--- src/crsg_pkg.sv ---
// Shared types and constants for the Catmull-Rom segment generator.
// No dependencies; imported by the front end, the evaluator and the top level.
`timescale 1ns / 1ps

package crsg_pkg;

    // Configuration register map.
    localparam int CFG_ADDR_W = 3;
    typedef logic [CFG_ADDR_W-1:0] cfg_addr_t;

    localparam cfg_addr_t REG_POINT_BEFORE = 3'd0;
    localparam cfg_addr_t REG_POINT_START  = 3'd1;
    localparam cfg_addr_t REG_POINT_END    = 3'd2;
    localparam cfg_addr_t REG_POINT_AFTER  = 3'd3;
    localparam cfg_addr_t REG_T_BEGIN      = 3'd4;
    localparam cfg_addr_t REG_T_INCREMENT  = 3'd5;

    // Sample mode code: a set mode bit multiplies the incoming sample by the curve.
    localparam logic MODE_MODULATE = 1'b1;

    // Flags that travel with each input word, listed from the highest bit down;
    // mode is bit 0.
    typedef struct packed {
        logic restart;
        logic mode;
    } item_flags_t;

endpackage

--- src/crsg_fifo.sv ---
// Short first-in first-out queue between the front end and the evaluator.
// Self-contained; no package needed.
`timescale 1ns / 1ps

module crsg_fifo #(
    parameter int WIDTH = 8,
    parameter int DEPTH = 2
) (
    input  logic             aclk,
    input  logic             aresetn,
    input  logic             in_valid,
    output logic             in_ready,
    input  logic [WIDTH-1:0] in_data,
    output logic             out_valid,
    input  logic             out_ready,
    output logic [WIDTH-1:0] out_data
);

    localparam int PTR_W = (DEPTH > 1) ? $clog2(DEPTH) : 1;
    localparam int CNT_W = $clog2(DEPTH + 1);

    logic [WIDTH-1:0] mem_reg [DEPTH];
    logic [PTR_W-1:0] wr_ptr_reg;
    logic [PTR_W-1:0] rd_ptr_reg;
    logic [CNT_W-1:0] count_reg;
    logic             push;
    logic             pop;

    assign in_ready  = (count_reg != CNT_W'(DEPTH));
    assign out_valid = (count_reg != '0);
    assign out_data  = mem_reg[rd_ptr_reg];
    assign push      = in_valid && in_ready;
    assign pop       = out_valid && out_ready;

    always_ff @(posedge aclk) begin
        if (push) begin
            mem_reg[wr_ptr_reg] <= in_data;
        end
    end

    always_ff @(posedge aclk) begin
        if (!aresetn) begin
            wr_ptr_reg <= '0;
            rd_ptr_reg <= '0;
            count_reg  <= '0;
        end else begin
            if (push) begin
                wr_ptr_reg <= (wr_ptr_reg == PTR_W'(DEPTH - 1)) ? '0 : wr_ptr_reg + PTR_W'(1);
            end
            if (pop) begin
                rd_ptr_reg <= (rd_ptr_reg == PTR_W'(DEPTH - 1)) ? '0 : rd_ptr_reg + PTR_W'(1);
            end
            if (push && !pop) begin
                count_reg <= count_reg + CNT_W'(1);
            end else if (pop && !push) begin
                count_reg <= count_reg - CNT_W'(1);
            end
        end
    end

`ifndef SYNTHESIS
    a_full_blocks: assert property (@(posedge aclk) disable iff (!aresetn)
        (count_reg == CNT_W'(DEPTH)) |-> !in_ready)
        else $error("queue accepts a word while full");

    a_push_counts: assert property (@(posedge aclk) disable iff (!aresetn)
        (push && !pop) |=> (count_reg == $past(count_reg) + CNT_W'(1)))
        else $error("queue count missed a push");

    a_pop_counts: assert property (@(posedge aclk) disable iff (!aresetn)
        (pop && !push) |=> (count_reg == $past(count_reg) - CNT_W'(1)))
        else $error("queue count missed a pop");
`endif

endmodule

--- src/crsg_front.sv ---
// Front end: accepts sample slots, tracks the curve position and queues work.
// Depends on crsg_pkg for the input flag struct.
`timescale 1ns / 1ps

module crsg_front
    import crsg_pkg::*;
#(
    parameter int SAMPLE_BITS = 16,
    parameter int FRAC_BITS   = 16,
    localparam int QW         = FRAC_BITS + SAMPLE_BITS + 2
) (
    input  logic                   aclk,
    input  logic                   aresetn,
    input  logic                   in_valid,
    output logic                   in_ready,
    input  item_flags_t            in_flags,
    input  logic [SAMPLE_BITS-1:0] in_sample,
    input  logic [FRAC_BITS:0]     t_begin,
    input  logic [FRAC_BITS:0]     t_increment,
    output logic                   push_valid,
    input  logic                   push_ready,
    output logic [QW-1:0]          push_data
);

    localparam logic [FRAC_BITS:0] T_ONE = {1'b1, {FRAC_BITS{1'b0}}};

    logic [FRAC_BITS:0]   position_reg;
    logic [FRAC_BITS:0]   position_next;
    logic [FRAC_BITS:0]   t_use;
    logic [FRAC_BITS+1:0] t_sum;

    // A restart reloads the position before this word; a start beyond one is clamped.
    always_comb begin
        if (in_flags.restart) begin
            t_use = (t_begin > T_ONE) ? T_ONE : t_begin;
        end else begin
            t_use = position_reg;
        end
        t_sum         = {1'b0, t_use} + {1'b0, t_increment};
        position_next = (t_sum > {1'b0, T_ONE}) ? T_ONE : t_sum[FRAC_BITS:0];
    end

    assign push_valid = in_valid;
    assign in_ready   = push_ready;
    assign push_data  = {in_flags.mode, in_sample, t_use};

    always_ff @(posedge aclk) begin
        if (!aresetn) begin
            position_reg <= '0;
        end else if (in_valid && push_ready) begin
            position_reg <= position_next;
        end
    end

endmodule

--- src/crsg_back.sv ---
// Evaluator: Horner evaluation of the cubic on one shared multiplier, then
// replace or modulate with rounding and saturation. Depends on crsg_pkg.
`timescale 1ns / 1ps

module crsg_back
    import crsg_pkg::*;
#(
    parameter int SAMPLE_BITS = 16,
    parameter int FRAC_BITS   = 16,
    localparam int QW         = FRAC_BITS + SAMPLE_BITS + 2
) (
    input  logic                          aclk,
    input  logic                          aresetn,
    input  logic signed [SAMPLE_BITS-1:0] point_before,
    input  logic signed [SAMPLE_BITS-1:0] point_start,
    input  logic signed [SAMPLE_BITS-1:0] point_end,
    input  logic signed [SAMPLE_BITS-1:0] point_after,
    input  logic                          q_valid,
    output logic                          q_ready,
    input  logic [QW-1:0]                 q_data,
    output logic                          out_valid,
    input  logic                          out_ready,
    output logic [SAMPLE_BITS-1:0]        out_sample
);

    // Accumulator width: twice the curve value stays within 24 sample ranges.
    localparam int S  = SAMPLE_BITS;
    localparam int F  = FRAC_BITS;
    localparam int AW = S + 6;
    localparam int PW = AW + F + 2;
    localparam int MW = S + AW;

    localparam logic [1:0] ST_IDLE = 2'd0;
    localparam logic [1:0] ST_H2   = 2'd1;
    localparam logic [1:0] ST_H3   = 2'd2;
    localparam logic [1:0] ST_OUT  = 2'd3;

    localparam logic signed [PW-1:0] HALF_T = {{(PW - F){1'b0}}, 1'b1, {(F - 1){1'b0}}};
    localparam logic signed [MW-1:0] S_MAX  = {{(MW - S + 1){1'b0}}, {(S - 1){1'b1}}};
    localparam logic signed [MW-1:0] S_MIN  = ~S_MAX;
    localparam logic signed [MW-1:0] HALF_S = {{(MW - S){1'b0}}, 1'b1, {(S - 1){1'b0}}};
    localparam logic signed [AW-1:0] ONE_A  = {{(AW - 1){1'b0}}, 1'b1};

    logic signed [AW-1:0] p0e, p1e, p2e, p3e;
    logic signed [AW-1:0] c0, c1, c2, c3;

    logic [1:0]           state_reg, state_next;
    logic signed [AW-1:0] acc_reg, acc_next;
    logic [F:0]           t_reg;
    logic signed [S-1:0]  sample_reg;
    logic                 mode_reg;
    logic [S-1:0]         out_reg;
    logic                 out_valid_reg;

    logic [F:0]           q_t;
    logic signed [AW-1:0] acc_op;
    logic [F:0]           t_op;
    logic signed [AW-1:0] coef;
    logic signed [PW-1:0] prod;
    logic signed [PW-1:0] prod_rnd;

    logic signed [MW-1:0] mprod;
    logic signed [MW-1:0] mrnd;
    logic signed [AW-1:0] rsum;
    logic signed [AW-1:0] rep;
    logic signed [MW-1:0] val;
    logic [S-1:0]         val_sat;
    logic                 out_load;

    assign p0e = AW'(point_before);
    assign p1e = AW'(point_start);
    assign p2e = AW'(point_end);
    assign p3e = AW'(point_after);

    assign c0 = p1e + p1e;
    assign c1 = p2e - p0e;
    assign c2 = (p0e <<< 1) - (p1e <<< 2) - p1e + (p2e <<< 2) - p3e;
    assign c3 = (p1e <<< 1) + p1e - (p2e <<< 1) - p2e + p3e - p0e;

    assign q_t     = q_data[F:0];
    assign q_ready = (state_reg == ST_IDLE);

    // One multiply-add step of Horner's rule per cycle; the first step starts
    // directly from the queue head.
    always_comb begin
        case (state_reg)
            ST_IDLE: begin
                acc_op = c3;
                t_op   = q_t;
                coef   = c2;
            end
            ST_H2: begin
                acc_op = acc_reg;
                t_op   = t_reg;
                coef   = c1;
            end
            default: begin
                acc_op = acc_reg;
                t_op   = t_reg;
                coef   = c0;
            end
        endcase
    end

    assign prod     = acc_op * $signed({1'b0, t_op});
    assign prod_rnd = prod + HALF_T;
    assign acc_next = AW'(prod_rnd >>> F) + coef;

    // Modulate rounds the magnitude half away from zero; replace rounds half up.
    assign mprod = sample_reg * acc_reg;
    assign mrnd  = (mprod < 0) ? (mprod + S_MAX) : (mprod + HALF_S);
    assign rsum  = acc_reg + ONE_A;
    assign rep   = rsum >>> 1;

    always_comb begin
        if (mode_reg == MODE_MODULATE) begin
            val = mrnd >>> S;
        end else begin
            val = MW'(rep);
        end
        if (val > S_MAX) begin
            val_sat = S_MAX[S-1:0];
        end else if (val < S_MIN) begin
            val_sat = S_MIN[S-1:0];
        end else begin
            val_sat = val[S-1:0];
        end
    end

    assign out_load = (state_reg == ST_OUT) && (!out_valid_reg || out_ready);

    always_comb begin
        state_next = state_reg;
        case (state_reg)
            ST_IDLE: begin
                if (q_valid) begin
                    state_next = ST_H2;
                end
            end
            ST_H2:   state_next = ST_H3;
            ST_H3:   state_next = ST_OUT;
            ST_OUT: begin
                if (out_load) begin
                    state_next = ST_IDLE;
                end
            end
            default: state_next = ST_IDLE;
        endcase
    end

    always_ff @(posedge aclk) begin
        if (state_reg == ST_IDLE && q_valid) begin
            t_reg      <= q_t;
            sample_reg <= $signed(q_data[F+S:F+1]);
            mode_reg   <= q_data[QW-1];
            acc_reg    <= acc_next;
        end else if (state_reg == ST_H2 || state_reg == ST_H3) begin
            acc_reg <= acc_next;
        end
        if (out_load) begin
            out_reg <= val_sat;
        end
    end

    always_ff @(posedge aclk) begin
        if (!aresetn) begin
            state_reg     <= ST_IDLE;
            out_valid_reg <= 1'b0;
        end else begin
            state_reg <= state_next;
            if (out_load) begin
                out_valid_reg <= 1'b1;
            end else if (out_ready) begin
                out_valid_reg <= 1'b0;
            end
        end
    end

    assign out_valid  = out_valid_reg;
    assign out_sample = out_reg;

`ifndef SYNTHESIS
    a_pop_starts: assert property (@(posedge aclk) disable iff (!aresetn)
        (state_reg == ST_IDLE && q_valid) |=> (state_reg == ST_H2))
        else $error("evaluator did not start on a queued word");

    a_valid_from_out: assert property (@(posedge aclk) disable iff (!aresetn)
        $rose(out_valid_reg) |-> ($past(state_reg) == ST_OUT))
        else $error("result shown outside the output step");

    a_out_lands: assert property (@(posedge aclk) disable iff (!aresetn)
        out_load |=> (out_valid_reg && state_reg == ST_IDLE))
        else $error("output step did not register a result");
`endif

endmodule

--- src/catmull_rom_segment_generator_top.sv ---
// Top level of the Catmull-Rom segment generator: configuration registers,
// front end, work queue and evaluator. Depends on crsg_pkg and the src modules.
//
//   channel | direction | tdata              | tuser
//   s_      | in        | in_sample          | [0] mode, [1] restart
//   m_      | out       | out_sample         | -
//   cfg_    | in        | register write     | -
//
// In the evaluator each word goes through three Horner multiply-add steps on
// one shared multiplier and then one output step; that multiplier sets the rate.
// The front end takes words while the 2-entry queue has room, so the input
// side runs ahead of the evaluator. Results sit in an output register and the
// evaluator only holds when that register is full and not taken.
// Reset is synchronous and active low and needs no clearing pass.
`timescale 1ns / 1ps

module catmull_rom_segment_generator_top
    import crsg_pkg::*;
#(
    parameter int SAMPLE_BITS = 16,
    parameter int FRAC_BITS   = 16,
    localparam int DATA_W     = ((SAMPLE_BITS + 7) / 8) * 8,
    localparam int CFG_W      = (SAMPLE_BITS > FRAC_BITS + 1) ? SAMPLE_BITS : FRAC_BITS + 1
) (
    input  logic              aclk,
    input  logic              aresetn,
    input  logic              s_tvalid,
    output logic              s_tready,
    input  logic [DATA_W-1:0] s_tdata,   // in_sample
    input  logic [1:0]        s_tuser,   // mode, restart
    output logic              m_tvalid,
    input  logic              m_tready,
    output logic [DATA_W-1:0] m_tdata,   // out_sample
    input  logic              cfg_wen,
    input  cfg_addr_t         cfg_addr,
    input  logic [CFG_W-1:0]  cfg_wdata
);

    localparam int QW = FRAC_BITS + SAMPLE_BITS + 2;

    logic signed [SAMPLE_BITS-1:0] point_before_reg;
    logic signed [SAMPLE_BITS-1:0] point_start_reg;
    logic signed [SAMPLE_BITS-1:0] point_end_reg;
    logic signed [SAMPLE_BITS-1:0] point_after_reg;
    logic [FRAC_BITS:0]            t_begin_reg;
    logic [FRAC_BITS:0]            t_increment_reg;

    item_flags_t          in_flags;
    logic                 push_valid;
    logic                 push_ready;
    logic [QW-1:0]        push_data;
    logic                 q_valid;
    logic                 q_ready;
    logic [QW-1:0]        q_data;
    logic [SAMPLE_BITS-1:0] out_sample;

    // Writes to indexes past the register list are dropped.
    always_ff @(posedge aclk) begin
        if (!aresetn) begin
            point_before_reg <= '0;
            point_start_reg  <= '0;
            point_end_reg    <= '0;
            point_after_reg  <= '0;
            t_begin_reg      <= '0;
            t_increment_reg  <= '0;
        end else if (cfg_wen) begin
            case (cfg_addr)
                REG_POINT_BEFORE: point_before_reg <= $signed(cfg_wdata[SAMPLE_BITS-1:0]);
                REG_POINT_START:  point_start_reg  <= $signed(cfg_wdata[SAMPLE_BITS-1:0]);
                REG_POINT_END:    point_end_reg    <= $signed(cfg_wdata[SAMPLE_BITS-1:0]);
                REG_POINT_AFTER:  point_after_reg  <= $signed(cfg_wdata[SAMPLE_BITS-1:0]);
                REG_T_BEGIN:      t_begin_reg      <= cfg_wdata[FRAC_BITS:0];
                REG_T_INCREMENT:  t_increment_reg  <= cfg_wdata[FRAC_BITS:0];
                default: begin
                end
            endcase
        end
    end

    assign in_flags = item_flags_t'(s_tuser);

    crsg_front #(
        .SAMPLE_BITS (SAMPLE_BITS),
        .FRAC_BITS   (FRAC_BITS)
    ) u_front (
        .aclk        (aclk),
        .aresetn     (aresetn),
        .in_valid    (s_tvalid),
        .in_ready    (s_tready),
        .in_flags    (in_flags),
        .in_sample   (s_tdata[SAMPLE_BITS-1:0]),
        .t_begin     (t_begin_reg),
        .t_increment (t_increment_reg),
        .push_valid  (push_valid),
        .push_ready  (push_ready),
        .push_data   (push_data)
    );

    crsg_fifo #(
        .WIDTH (QW),
        .DEPTH (2)
    ) u_fifo (
        .aclk      (aclk),
        .aresetn   (aresetn),
        .in_valid  (push_valid),
        .in_ready  (push_ready),
        .in_data   (push_data),
        .out_valid (q_valid),
        .out_ready (q_ready),
        .out_data  (q_data)
    );

    crsg_back #(
        .SAMPLE_BITS (SAMPLE_BITS),
        .FRAC_BITS   (FRAC_BITS)
    ) u_back (
        .aclk         (aclk),
        .aresetn      (aresetn),
        .point_before (point_before_reg),
        .point_start  (point_start_reg),
        .point_end    (point_end_reg),
        .point_after  (point_after_reg),
        .q_valid      (q_valid),
        .q_ready      (q_ready),
        .q_data       (q_data),
        .out_valid    (m_tvalid),
        .out_ready    (m_tready),
        .out_sample   (out_sample)
    );

    assign m_tdata = DATA_W'(out_sample);

endmodule

--- config.mk ---
export PLATFORM = sky130hd
export DESIGN_NAME = catmull_rom_segment_generator_top
export DESIGN_NICKNAME = d
export VERILOG_FILES = /design/src/crsg_pkg.sv /design/src/crsg_fifo.sv /design/src/crsg_front.sv /design/src/crsg_back.sv /design/src/catmull_rom_segment_generator_top.sv
export SDC_FILE = /design/constraint.sdc
export NUM_CORES = 2
export LEC_CHECK = 0
export BUFFER_PORTS_ARGS = -buffer_cell sky130_fd_sc_hd__buf_2
export CORE_AREA = 3 3 303 305
export CTS_BUF_LIST = sky130_fd_sc_hd__clkbuf_8 sky130_fd_sc_hd__clkbuf_16
export CTS_CLUSTER_DIAMETER = 100
export DETAILED_ROUTE_END_ITERATION = 10
export DIE_AREA = 0 0 306 308
export PLACE_DENSITY = 0.77
export SYNTH_ARGS = -nofsm -noshare
export SYNTH_HDL_FRONTEND = slang
export SYNTH_HIERARCHICAL = 1
export SYNTH_SLANG_ARGS = --single-unit
export TNS_END_PERCENT = 1
--- constraint.sdc ---
create_clock -name aclk -period 20.6 [get_ports aclk]
set_input_delay 3.09 -clock aclk [delete_from_list [all_inputs] [get_ports aclk]]
set_output_delay 3.09 -clock aclk [all_outputs]
set_load 0.03 [all_outputs]
* Word-level counts from Yosys, hierarchy flattened
Memories as Yosys holds them, arrays and structs flattened. A register that Yosys moved wholly into a read port is not among the register bits.
Cells that the tools add are included.
** Word-level totals
- Register bits :: 194
- Bits in latches :: 0
- Memory bits (writable) :: 68
- Bits in read-only memories :: 0
- Bits of input ports :: 43
- Output and inout bits :: 18
- Word-level logic and storage cells :: 104
- Memories :: 1
** Operators by class
- $add $sub $neg :: 21
- Multipliers :: 2
- Div/mod/pow operators :: 0
- Magnitude comparators :: 5
- Eq/ne operators :: 11
- Shift operators :: 0
- Mux-type cells :: 24
- Bitwise gates (word level) :: 0
- Reductions and logical operators :: 23
** Memory list
- u_fifo.mem_reg :: depth 2, width 34, read ports 1, clocked after memory_dff 1, wr ports 1, line crsg_fifo.sv:22 : logic [WIDTH-1:0] mem_reg [DEPTH];
** Operators by type and width (number)
- $add 38x17->38 const B :: 2
- $mux 38 :: 2
- $mux 17 :: 4
- $mux 22 :: 3
- $sub 22x16->22 :: 3
- $pmux 22 s2 :: 1
- $add 38x16->38 const B :: 1
- $gt 38x16->1 const B :: 1
- $lt 38x1->1 const B :: 1
- $lt 38x16->1 const B :: 1
- $mul 16x22->38 :: 1
- $mul 22x18->38 :: 1
- $add 22x16->22 :: 1
- $add 22x18->22 :: 1
- $add 22x2->22 const B :: 1
- $add 22x22->22 :: 1
- $sub 19x16->20 :: 1
- $sub 17x18->19 :: 1
- $sub 18x17->19 :: 1
- $add 17x16->18 :: 1
- $add 17x17->18 :: 1
- $gt 18x17->1 const B :: 1
- $add 16x16->17 :: 1
- $gt 17x17->1 const B :: 1
- 22 further kinds :: 53

* Logic depth before layout (Yosys ltp)
- Depth in word-level cells :: 11
- Mapped depth :: 55
- Mapped depth without buffers :: 55

* By module
Netlist, hierarchy kept.
** By module, submodules not included
- crsg_back :: instances 1, cells each 3956, area each 36197.2 um^2, seq. area each 2222.1 um^2
- catmull_rom_segment_generator_top :: instances 1, cells each 342, area each 3570.9 um^2, seq. area each 1961.9 um^2
- crsg_fifo :: instances 1, cells each 130, area each 2690.1 um^2, seq. area each 2142.1 um^2
- crsg_front :: instances 1, cells each 284, area each 2079.5 um^2, seq. area each 340.3 um^2

* Worst setup path before layout
No wires, ideal clock.
- Path type :: register -> register
- Start :: register point_start_reg[2]
- End :: register u_back.acc_reg[19], data pin
- Library setup time :: 258 ps
- Arrival time :: 11505 ps
- Required time :: 20342 ps
- Slack :: 8838 ps
- Cell stages (with the launch flop) :: 53
- Path buffers :: 0
- Period minus slack after synthesis :: 11762 ps
- Cell sequence :: dfxtp_1 fa_1 inv_1 fa_1 fa_1 inv_1 ha_1 a21o_1 a21oi_1 o21ai_0 a21oi_1 o21bai_1 a21oi_1 o21bai_1 a21oi_1 o21ai_0 o311a_1 a21oi_1 (+17 left out) a31oi_1 nand2_1 a21oi_1 nor2b_1 o21a_1 o21a_1 nor2_1 xnor2_1 ha_1 or3_1 o211a_1 o21a_1 o21a_1 o21a_1 o21a_1 o2111ai_1 and3b_1 xnor2_1
** Between the ends
- Longest elaborated chain between the ends :: 11
- Elaborated cells between the ends (all ways) :: 17
- Classes of those cells :: 12 x add/sub; 1 x mul; 4 x mux
** Ends and longest elaborated chain
- start: declaration :: line catmull_rom_segment_generator_top.sv:42 : logic signed [SAMPLE_BITS-1:0] point_start_reg;
- start signal: assignment :: line catmull_rom_segment_generator_top.sv:69 : REG_POINT_START: point_start_reg <= $signed(cfg_wdata[SAMPLE_BITS-1:0]);
- $add 17x16->18 :: line crsg_back.sv:78 : assign c3 = (p1e <<< 1) + p1e - (p2e <<< 1) - p2e + p3e - p0e;
- $sub 18x17->19 :: line crsg_back.sv:78
- $sub 22x16->22 :: line crsg_back.sv:78
- $add 22x16->22 :: line crsg_back.sv:78
- $sub 22x16->22 :: line crsg_back.sv:78
- $mux 22 :: line crsg_back.sv:86 : case (state_reg)
- $mul 22x18->38 :: line crsg_back.sv:105 : assign prod = acc_op * $signed({1'b0, t_op});
- $add 38x17->38 :: line crsg_back.sv:106 : assign prod_rnd = prod + HALF_T;
- $add 22x22->22 (*) :: line crsg_back.sv:107 : assign acc_next = AW'(prod_rnd >>> F) + coef;
- net u_back.acc_next[19] :: line crsg_back.sv:48 : logic signed [AW-1:0] acc_reg, acc_next;
- $mux 22 :: line crsg_back.sv:157 : end else if (state_reg == ST_H2 || state_reg == ST_H3) begin
- $mux 22 (*) :: line crsg_back.sv:152 : if (state_reg == ST_IDLE && q_valid) begin
- end signal: assignment :: line crsg_back.sv:156 : acc_reg <= acc_next;
- end signal: assignment :: line crsg_back.sv:158 : acc_reg <= acc_next;
- end: declaration :: line crsg_back.sv:48
The timed path passes the listed nets; every way through them passes the cells marked *. The select of a mux whose other input is x is not followed.
A chain may end at the register's enable or synchronous reset.

* Worst setup path in the final report
- Start :: register point_start_reg[1]
- End :: register u_back.acc_reg[21], data pin
Same word-level chain as after synthesis.

==> summary.txt <==
Global routing
  – Total congestion overflow: 0
  – Largest net degree at the start of global routing: 67
  – Initial antenna violation count: 3
  – Global-route usage over all layers: 24.20%
  – First-pass GRT wire length: 182.7 mm
  – Vias in the first global route: 34961

Layout
  – Most common cell after layout, fill and taps aside: inv_1
  – Nets@finish: 5838
  – Max FFs per register: 68
  – Area Growth Syn to Fin: 4.978%
  – Fillers: 7909
  – Most frequent cells in the layout: inv_1, fa_1, nand2_1
  – Share of cells above drive strength 1: 6.517%

Clock tree
  – Cells resized by post-CTS repair: 0
  – Post CTS Setup Buffer Count: 0
  – H-tree depth: 1
  – CTS tree: built
  – CTS Sinks: 263
  – Clk buf depth: 3
  – Post-CTS Hold Buffers: 0
  – Root Buffer Master: clkbuf_16
  – Reg clk slew, reported paths: 0.07 ns
  – Worst skew pair latency: 0.57 ns
  – Cts bufs inserted: 28

Setup path
  – Worst setup SP type: flop
  – Delay-heaviest family, CP: adder cells
  – WP data required: 20.90 ns
  – Reg-to-Reg End: u_back/acc_reg[21]
  – Worst setup path category: reg2reg
  – Critical Path Most Common Cell: fa_1
  – Depth of the worst register-to-register path: 49
  – Critical Path End: u_back/acc_reg[21]
  – CP Capture Type: flop
  – Worst R2R Setup Slack: 7.43 ns
  – Worst Setup SP: point_start_reg[1]
  – Crit Path Max Fanout: 10
  – Buf+Inv Stages, Crit Path: 6
  – CP arrival: 13.48 ns
  – CP max stage cell: mux2i_1
  – Levels on crit path: 49
  – R2R Path Start: point_start_reg[1]
  – Max stage delay on crit path: 0.90 ns

Place
  – Setup WS pre-CTS: 7.546 ns
  – Detailed Place HPWL: 88.82 mm
  – Buffers on Ports: 60
  – Global placer's final weighted congestion: 0.9431

STA
  – Final Max Tran Viols: 0
  – Maximum clock rate: 75.91 MHz
  – Fin crit share: 63.95%
  – RSZ-0062 raised after global routing: no
  – Final min period: 13.17 ns
  – Slew headroom: 17.17%
  – Sum Neg Setup Slack: 0 ns
  – Endpoints failing setup: 0
  – Hold Fails Final Rpt: 0
  – Hold Slack: 0.4669 ns
  – Min setup slack post-route: 7.426 ns
  – Post-Route Skew: 0.01679 ns
  – Worst-Margin Slew: 1.242 ns

Die
  – Row count: 110
  – I/O pin count: 61
  – Die Y: 308 um
  – Initial Util: 49.71%
  – DIE AREA: 94250 um2
  – Die W: 306 um
  – Core area: 89600 um2

Logic synthesis
  – Cells after Synth: 4712
  – Syn avg cell area: 9.452 um2
  – Synth top area share: 36.95%
  – Sequential area share after synthesis: 14.97%
  – Ys async rst share: 0%
  – Netlist cell types: 110
  – Main synth FF type: edfxtp_1
  – Number of flops mapped to enable cells by yosys: 140
  – Yosys warns: 6
  – Synth Cell Area: 44540 um2
  – Area leader, netlist: fa_1
  – Top cells by area, synth: fa_1, edfxtp_1, ha_1
  – FF+latch count, synth: 263
  – Syn_nets: 5892

Routing
  – Via density: 5.570
  – Routed length per instance: 19.03 um
  – # DRC: 0
  – Total number of vias: 32624
  – ANT nets after route: 0
  – First-pass detailed-route iteration total: 6
  – Initial DRC count: 2589
  – Routed wire length: 111.5 mm

Min path
  – Worst Hold Class: reg2reg
  – Hold_sp: u_front/position_reg[9]

Run
  – Maxcap violations: 0

Run status
  – Status: finished, final reports clean
==> stage by stage <==
step / cells / util [%] / cell area, um2
global route: 5856 / 52.18 / 46750
floorplan: 4712 / - / 44540
global placement: 5804 / 51.10 / 45790
CTS: 5856 / 52.18 / 46750
finish: 5857 / 52.18 / 46750
detailed placement: 5804 / 51.10 / 45790
==> cell usage after synthesis (all sizes together), types with 20 or more instances <==
cell,instances
a21o,62
a21oi,101
a31oi,22
and2,139
and3,20
buf,48
clkbuf,144
dfxtp,123
edfxtp,140
fa,822
ha,315
inv,953
mux2,69
mux2i,133
nand2,611
nand2b,33
nand3,39
nor2,308
nor2b,27
nor3,46
o21a,28
o21ai,87
xnor2,125
xor2,40
==> how the worst min path moves through the flow <==
stage,endpoint,slack [ns],cells after the start
2_1_floorplan,u_front/position_reg[11],0.44,2
3_3_place_gp,u_front/position_reg[11],0.44,2
3_5_place_dp,u_front/position_reg[9],0.46,2
4_1_cts,u_front/position_reg[9],0.46,2
5_1_grt,point_after_reg[0],0.49,2
6_report,u_front/position_reg[9],0.47,2
==> worst register-to-register path, delay by kind of cell, from the launching register on <==
family / cells / cell delay [ns]
xor+xnor: 3 / 0.35
fa+ha+maj: 12 / 5.47
simple gates: 6 / 1.02
flops: 1 / 0.41
compound gates: 21 / 4.44
mux: 1 / 0.90
buf+inv: 6 / 0.31
==> metal layers <==
| layer | vias to the layer above | global-route usage (%) | part of all wire (%) | routed length (um) |
|---|---|---|---|---|
| li1 | 14585 | - | - | - |
| met1 | 16466 | 30.84 | 40 | 44180 |
| met2 | 1277 | 41.97 | 49 | 54280 |
| met3 | 296 | 4.120 | 8.0 | 8863 |
| met4 | 0 | 8.162 | 3.7 | 4153 |
| met5 | - | 0 | 0 | 0 |
==> logic make-up after synthesis <==
logic type	count (synthesis)	synth area share [%]
muxes	202	4.742
DFF	263	14.97
xor gates and xnor gates	165	3.245
adders and majority gates	1137	45.80
and+or+nand+nor	1326	13.66
buffers and inverters	1147	10.13
AOI/OAI and AO/OA	472	7.459
==> cell type report <==
type / instances / area, um2 / area share (%)
inverters: 953 / 3577 / 7.651
diodes: 1 / 2.502 / 0.005352
clock inverters: 16 / 122.6 / 0.2623
repair buffers: 110 / 678.2 / 1.450
multi-input cells: 3302 / 33390 / 71.42
clock buffers: 36 / 844.6 / 1.806
flip-flops and latches: 263 / 6666 / 14.26
well taps: 1176 / 1471 / 3.147
Power is not shown: default switching activity piles up to over one toggle a cycle in this logic, so the estimate is an artifact.
